File: src/hw/rtl/mts_pkg.sv
// mts_pkg: shared types and constants for the minimum-tracking stack.
// No dependencies; used by mts_cell, mts_chain and min_tracking_stack_core.
`default_nettype none

package mts_pkg;

  localparam int unsigned StackDepthDef = 64;
  localparam int unsigned ValueWidthDef = 32;

  localparam int unsigned FuncWidth  = 2;
  localparam int unsigned FaultWidth = 2;

  typedef enum logic [FuncWidth-1:0] {
    FUNC_PUSH = 2'd0,
    FUNC_POP  = 2'd1,
    FUNC_PEEK = 2'd2,
    FUNC_RSVD = 2'd3
  } func_e;

  typedef enum logic [FaultWidth-1:0] {
    FAULT_NONE  = 2'd0,
    FAULT_FULL  = 2'd1,
    FAULT_EMPTY = 2'd2,
    FAULT_RSVD  = 2'd3
  } fault_e;

  // Shift control shared by every cell of one chain.
  typedef struct packed {
    logic push;
    logic pop;
  } shift_ctl_t;

endpackage

`default_nettype wire

File: src/hw/rtl/mts_cell.sv
// mts_cell: one entry of a shifting stack chain.
// Depends on mts_pkg (shift_ctl_t).
`default_nettype none

module mts_cell #(
  parameter int unsigned VALUE_WIDTH = mts_pkg::ValueWidthDef
) (
  input  wire logic                   clk_i,
  input  wire mts_pkg::shift_ctl_t    ctl_i,
  input  wire logic [VALUE_WIDTH-1:0] above_i,
  input  wire logic [VALUE_WIDTH-1:0] below_i,
  output logic      [VALUE_WIDTH-1:0] data_o
);

  logic [VALUE_WIDTH-1:0] data_d, data_q;

  always_comb begin
    data_d = data_q;
    if (ctl_i.push) begin
      data_d = above_i;
    end else if (ctl_i.pop) begin
      data_d = below_i;
    end
  end

  // payload only, no reset
  always_ff @(posedge clk_i) begin
    data_q <= data_d;
  end

  assign data_o = data_q;

endmodule

`default_nettype wire

File: src/hw/rtl/mts_chain.sv
// mts_chain: row of mts_cell entries forming a LIFO; entry 0 is the top.
// Depends on mts_pkg and mts_cell.
`default_nettype none

module mts_chain #(
  parameter int unsigned STACK_DEPTH = mts_pkg::StackDepthDef,
  parameter int unsigned VALUE_WIDTH = mts_pkg::ValueWidthDef
) (
  input  wire logic                   clk_i,
  input  wire mts_pkg::shift_ctl_t    ctl_i,
  input  wire logic [VALUE_WIDTH-1:0] push_data_i,
  output logic      [VALUE_WIDTH-1:0] top_o,
  output logic      [VALUE_WIDTH-1:0] second_o
);

  logic [VALUE_WIDTH-1:0] data [STACK_DEPTH];

  for (genvar g = 0; g < STACK_DEPTH; g++) begin : g_cell
    logic [VALUE_WIDTH-1:0] above, below;
    if (g == 0) begin : g_first
      assign above = push_data_i;
    end else begin : g_mid
      assign above = data[g-1];
    end
    if (g == STACK_DEPTH - 1) begin : g_last
      assign below = '0;
    end else begin : g_inner
      assign below = data[g+1];
    end

    mts_cell #(
      .VALUE_WIDTH(VALUE_WIDTH)
    ) u_cell (
      .clk_i  (clk_i),
      .ctl_i  (ctl_i),
      .above_i(above),
      .below_i(below),
      .data_o (data[g])
    );
  end

  assign top_o    = data[0];
  assign second_o = data[1];

endmodule

`default_nettype wire

File: config.mk
export PLATFORM = sky130hd
export DESIGN_NAME = mts_chain
export DESIGN_NICKNAME = d
export VERILOG_FILES = /design/src/hw/rtl/mts_pkg.sv /design/src/hw/rtl/mts_cell.sv /design/src/hw/rtl/mts_chain.sv
export SDC_FILE = /design/constraint.sdc
export NUM_CORES = 2
export LEC_CHECK = 0
export BUFFER_PORTS_ARGS = -buffer_cell sky130_fd_sc_hd__buf_2
export CAP_MARGIN = 25
export CORE_ASPECT_RATIO = 1.5
export CORE_MARGIN = 10
export CORE_UTILIZATION = 38
export CTS_CLUSTER_SIZE = 20
export DETAILED_ROUTE_END_ITERATION = 8
export GPL_TIMING_DRIVEN = 0
export PLACE_DENSITY = 0.5
export SLEW_MARGIN = 40
export SYNTH_ARGS = -nofsm -noshare
export SYNTH_HDL_FRONTEND = slang
export SYNTH_SLANG_ARGS = --single-unit
File: constraint.sdc
create_clock -name clk_i -period 63.6 [get_ports clk_i]
set_input_delay 3.18 -clock clk_i [delete_from_list [all_inputs] [get_ports clk_i]]
set_output_delay 3.18 -clock clk_i [all_outputs]
set_load 0.01 [all_outputs]
Word level (Yosys, flattened, before mapping)
Cells that the tools add are included.
- bits in registers: 2048
- logic and storage cells: 193
- input bits: 35
- reductions and logical operators: 1
- muxes and demuxes: 128
- operator list (operator ; number):
    32-bit two-way mux ; 128
    2-bit nonzero test ; 1

Logic depth before layout (Yosys ltp)
- word-level depth: 2
- depth in mapped cells: 5
- mapped depth without buffers: 1

Cells and area by module
A second synthesis with hierarchy kept.
- cells, all modules: 4417
- area, all modules: 96496.3 sq um
- modules (own cells, without submodules) (module ; area each (sq um) ; instances ; cells each ; seq. area each (sq um)):
    mts_cell ; 1507.7 ; 64 ; 69 ; 960.9
    mts_chain ; 3.8 ; 1 ; 1 ; 0.0

Worst setup path after synthesis
Ideal clock, no wire load.
- path kind: input-to-reg
- from: input port ctl_i[1] in the netlist's numbering
- to: register g_cell[0].u_cell.data_q[0], enable pin
- cell stages on the path: 5
- path buffers: 4
- required time: 61.997 ns
- setup slack: 34.165 ns
- arrival time: 27.832 ns
- path through: buf_2 -> buf_6 -> buf_6 -> buf_6 -> or2_2
- cells in the longest elaborated chain, start to end: 1
- ends and longest elaborated chain (element ; line ; source):
    start, declared ; mts_chain.sv:10 ; input wire mts_pkg::shift_ctl_t ctl_i,
    2-bit nonzero test (no source line) ; n/a ;
    end signal, assigned ; mts_cell.sv:28 ; data_q <= data_d;
    end, declared ; mts_cell.sv:15 ; logic [VALUE_WIDTH-1:0] data_d, data_q;
No other way between the ends.
A chain may end at the register's enable or synchronous reset.

Worst setup path after layout
- from: input port ctl_i[1] in the netlist's numbering
- to: register g_cell[18].u_cell.data_q[11], enable pin
- cells in the longest elaborated chain, start to end: 1
- ends and longest elaborated chain (element ; line):
    2-bit nonzero test (no source line) ; n/a
    end signal, assigned ; mts_cell.sv:28
    end, declared ; mts_cell.sv:15
No other way between the ends.

==> flow_results.xml <==
<?xml version="1.0" encoding="UTF-8"?>
<metrics>
  <group name="job">
    <metric name="drv_cap" unit="">0</metric>
  </group>
  <group name="finish">
    <metric name="syn_to_final_growth" unit="%">13.17</metric>
    <metric name="flip_flop_count_of_the_largest_register_all_copies_and_words_added" unit="">2048</metric>
    <metric name="design_area" unit="mm2">0.09806</metric>
    <metric name="post_route_cells_drive_above_1_share" unit="%">54.52</metric>
    <metric name="num-nets-final" unit="">4723</metric>
  </group>
  <group name="worst_setup_path">
    <metric name="timing.critical_path.slowest_cell_delay" unit="ps">440</metric>
    <metric name="arrival" unit="ps">8520</metric>
    <metric name="crit_end" unit="">g_cell[18].u_cell.data_o[11]$_DFFE_PP_</metric>
    <metric name="startpoint" unit="">ctl_i[1]</metric>
    <metric name="number_of_cell_instances_on_the_worst_register_to_register_path" unit="">1</metric>
    <metric name="timing.critical_path.required" unit="ps">64100</metric>
    <metric name="r2r_end" unit="">g_cell[2].u_cell.data_o[23]$_DFFE_PP_</metric>
    <metric name="crit_type" unit="">input port to flop</metric>
    <metric name="worstPathBufferInverterCount" unit="">17</metric>
    <metric name="worst_path_cell_chain" unit="">buf_2 -&gt; buf_6 -&gt; buf_6 -&gt; buf_6 -&gt; or2_4 -&gt; buf_12 -&gt; buf_12 -&gt; buf_12 -&gt; buf_12 -&gt; buf_12 -&gt; buf_12 -&gt; buf_12 -&gt; buf_12 -&gt; buf_12 -&gt; buf_12 -&gt; buf_12 -&gt; buf_12 -&gt; buf_12</metric>
    <metric name="worstSetupEndpointType" unit="">flop</metric>
    <metric name="crit_cells" unit="">18</metric>
    <metric name="crit_path_most_repeated_cell" unit="">sky130_fd_sc_hd__buf_12</metric>
    <metric name="critical_path.startpoint_type" unit="">input port</metric>
    <metric name="largest_delay_share_family_worst_path" unit="">buffers and inverters</metric>
    <metric name="setup_slack_of_the_most_critical_reg_to_reg_path" unit="ps">62620</metric>
    <metric name="critPathMaxFanout" unit="">43</metric>
    <metric name="rr_startpoint" unit="">g_cell[1].u_cell.data_o[23]$_DFFE_PP_</metric>
    <metric name="slowest_stage" unit="">sky130_fd_sc_hd__or2_4</metric>
  </group>
  <group name="power_and_ir_drop">
    <metric name="vdd.ir_drop.worst" unit="uV">29.28</metric>
    <metric name="combinational_fraction_of_design_power" unit="%">10.3</metric>
    <metric name="reported_leakage_power" unit="uW">0.03423</metric>
    <metric name="share_seq_of_total_power" unit="%">56.7</metric>
    <metric name="clkPwrFrac" unit="%">33.1</metric>
    <metric name="net-switching-power" unit="uW">746.4</metric>
    <metric name="power_density" unit="mW/mm2">34.68</metric>
    <metric name="finalPower" unit="uW">3401</metric>
    <metric name="power.share.switching" unit="%">21.95</metric>
    <metric name="p_int" unit="uW">2655</metric>
  </group>
  <group name="route">
    <metric name="average_wire_per_standard_cell" unit="um">19.83</metric>
    <metric name="drt_drc_violations_left" unit="">0</metric>
    <metric name="vias" unit="">37840</metric>
    <metric name="antenna_left" unit="">0</metric>
    <metric name="routed_wl" unit="mm">155.9</metric>
    <metric name="vias_per_cell" unit="">4.814</metric>
    <metric name="drt_iter0_drc" unit="">2281</metric>
    <metric name="drtPass1Iterations" unit="">6</metric>
  </group>
  <group name="timing">
    <metric name="final-setup-viol-count" unit="">0</metric>
    <metric name="max_slew.worst_pin.slew" unit="ps">559.9</metric>
    <metric name="slew-limit-headroom" unit="%">62.67</metric>
    <metric name="timing_hold_violations_final" unit="">0</metric>
    <metric name="finalSetupTns" unit="ps">0</metric>
    <metric name="timing.final.ws_setup" unit="ps">55580</metric>
    <metric name="holdWs" unit="ps">518.9</metric>
    <metric name="worst_clock_skew" unit="ps">41.38</metric>
    <metric name="timing.final.crit_share" unit="%">12.61</metric>
    <metric name="rsz_0062_raised_after_global_routing" unit="">no</metric>
    <metric name="fmaxAchievable" unit="MHz">124.7</metric>
    <metric name="min_period" unit="ps">8019</metric>
    <metric name="slew_viol_final" unit="">0</metric>
  </group>
  <group name="worst_hold_path">
    <metric name="holdCritPathClass" unit="">flop to flop</metric>
  </group>
  <group name="global_routing">
    <metric name="grt_max_degree" unit="">45</metric>
    <metric name="first_global_vias" unit="">40110</metric>
    <metric name="grt_antenna_before_repair" unit="">3</metric>
    <metric name="grt_pass1_wl" unit="mm">241.2</metric>
    <metric name="grt-ovfl-total" unit="">0</metric>
    <metric name="grtUsageTotal" unit="%">12.22</metric>
  </group>
  <group name="synth">
    <metric name="synthMostInstantiatedCell" unit="">sky130_fd_sc_hd__edfxtp_1</metric>
    <metric name="synthCells" unit="">4325</metric>
    <metric name="yosys.area.top_type" unit="">sky130_fd_sc_hd__edfxtp_1</metric>
    <metric name="ys_warn_count" unit="">0</metric>
    <metric name="ys_ff_latch" unit="">2048</metric>
    <metric name="ys.flop_type" unit="">sky130_fd_sc_hd__edfxtp_1</metric>
    <metric name="synthArstFlopShare" unit="%">0</metric>
    <metric name="post_synth_num_cell_types" unit="">7</metric>
    <metric name="top_cells_by_area_in_the_synthesized_netlist" unit="">sky130_fd_sc_hd__edfxtp_1, sky130_fd_sc_hd__mux2_2, sky130_fd_sc_hd__buf_6</metric>
    <metric name="number_of_synthesized_flops_with_an_enable_pin" unit="">2048</metric>
    <metric name="syn_avg_cell_area" unit="um2">20.03</metric>
    <metric name="synth_sequential_area_ratio" unit="%">70.98</metric>
    <metric name="syn_area" unit="mm2">0.08665</metric>
    <metric name="synth_top_area_share" unit="%">70.98</metric>
    <metric name="synth.cells.most_frequent" unit="">sky130_fd_sc_hd__edfxtp_1, sky130_fd_sc_hd__mux2_2, sky130_fd_sc_hd__buf_6, sky130_fd_sc_hd__buf_2, sky130_fd_sc_hd__and2_1</metric>
    <metric name="synth.net_count" unit="">4360</metric>
  </group>
  <group name="cts">
    <metric name="clock_tree.htree_level_count" unit="">4</metric>
    <metric name="cts-root-to-sink-buffers" unit="">4</metric>
    <metric name="cts.repair.resized" unit="">0</metric>
    <metric name="cts_buffers" unit="">210</metric>
    <metric name="root_buffer" unit="">sky130_fd_sc_hd__clkbuf_16</metric>
    <metric name="clkTransAtPathRegs" unit="ps">60</metric>
    <metric name="cts_setup_buffers" unit="">0</metric>
    <metric name="cts_tree" unit="">yes</metric>
    <metric name="clock_sinks" unit="">2048</metric>
    <metric name="worstSkewPairLatency" unit="ps">830</metric>
    <metric name="post_cts_hold_buffer_count" unit="">0</metric>
  </group>
  <group name="place">
    <metric name="pre_cts_setup_slack" unit="ps">54640</metric>
    <metric name="dpl.hpwl" unit="mm">112.6</metric>
    <metric name="portBuffers" unit="">97</metric>
    <metric name="routabilityCongestion" unit="">0.6822</metric>
    <metric name="dpl_cell_area" unit="mm2">0.09201</metric>
  </group>
  <group name="run_status">
    <metric name="status" unit="">finished clean</metric>
  </group>
  <group name="floorplanning">
    <metric name="die_height" unit="um">604.8</metric>
    <metric name="die_area" unit="mm2">0.2479</metric>
    <metric name="placementRows" unit="">214</metric>
    <metric name="ios" unit="">99</metric>
    <metric name="dieWidth" unit="um">409.9</metric>
    <metric name="initial_core_util" unit="%">38.21</metric>
    <metric name="core_region_area" unit="mm2">0.2268</metric>
  </group>
</metrics>
## per-stage QoR
step / util (%) / std cells
2_1_floorplan: - / 4325
3_3_place_gp: 40.09 / 7446
3_5_place_dp: 40.57 / 7500
4_1_cts: 43.24 / 7859
5_1_grt: 43.24 / 7860
6_report: 43.24 / 7860
## worst min-delay path by stage
stage	start	slack, ps	to	cells past startpoint
after floorplan	g_cell[63].u_cell.data_o[20]$_SDFFCE_PN0P_	520	g_cell[62].u_cell.data_o[20]$_DFFE_PP_	1
after global placement	g_cell[62].u_cell.data_o[27]$_DFFE_PP_	530	g_cell[63].u_cell.data_o[27]$_SDFFCE_PN0P_	1
after detailed placement	g_cell[63].u_cell.data_o[24]$_SDFFCE_PN0P_	540	g_cell[62].u_cell.data_o[24]$_DFFE_PP_	1
after CTS	g_cell[63].u_cell.data_o[12]$_SDFFCE_PN0P_	520	g_cell[62].u_cell.data_o[12]$_DFFE_PP_	1
after global routing	g_cell[63].u_cell.data_o[16]$_SDFFCE_PN0P_	560	g_cell[62].u_cell.data_o[16]$_DFFE_PP_	1
final	g_cell[63].u_cell.data_o[12]$_SDFFCE_PN0P_	520	g_cell[62].u_cell.data_o[12]$_DFFE_PP_	1
## power groups by stage
stage	sequential, uW	combinational, uW	clock [uW]
2_1_floorplan	1960	286	0
5_1_grt	1960	383	1220
6_report	1930	349	1120
3_5_place_dp	1960	356	0
3_3_place_gp	2040	331	0
4_1_cts	1930	357	1170
## layer usage
layer,share of wire [%],global-route usage [%]
met5,0,0
met4,1.9,2.882
met3,3.1,2.053
met2,57,24.39
met1,38,13.14
## cell type report
type                       count  area (um2)
clock inverter                86       484.2
clock buffer                 273        5555
sequential                  2048       61500
antenna                        1       2.502
tap                         3024        3784
buffer                       228        2240
multi-input combinational   2049       22910
timing repair buffer         151        1582
fill                       20190      128700
## kinds of logic (layout without fill, tap and decap cells)
logic type             count (synthesis)  count (layout)  synth area share, %
other                                  0               1                    0
AND/OR/NAND/NOR                       33              33               0.2383
flip-flops                          2048            2048                70.98
buffers and inverters                228             738                2.585
multiplexers                        2016            2016                26.20
## placed cells by master (no fill, tap or decap), drive strengths merged
cell type     n
or2           1
clkinvlp      1
mux2       2016
edfxtp     2048
diode         1
bufinv        4
buf         377
clkbuf      275
and2         32
inv           3
clkinv       78
Note: power is estimated with default switching activity, not from simulation.
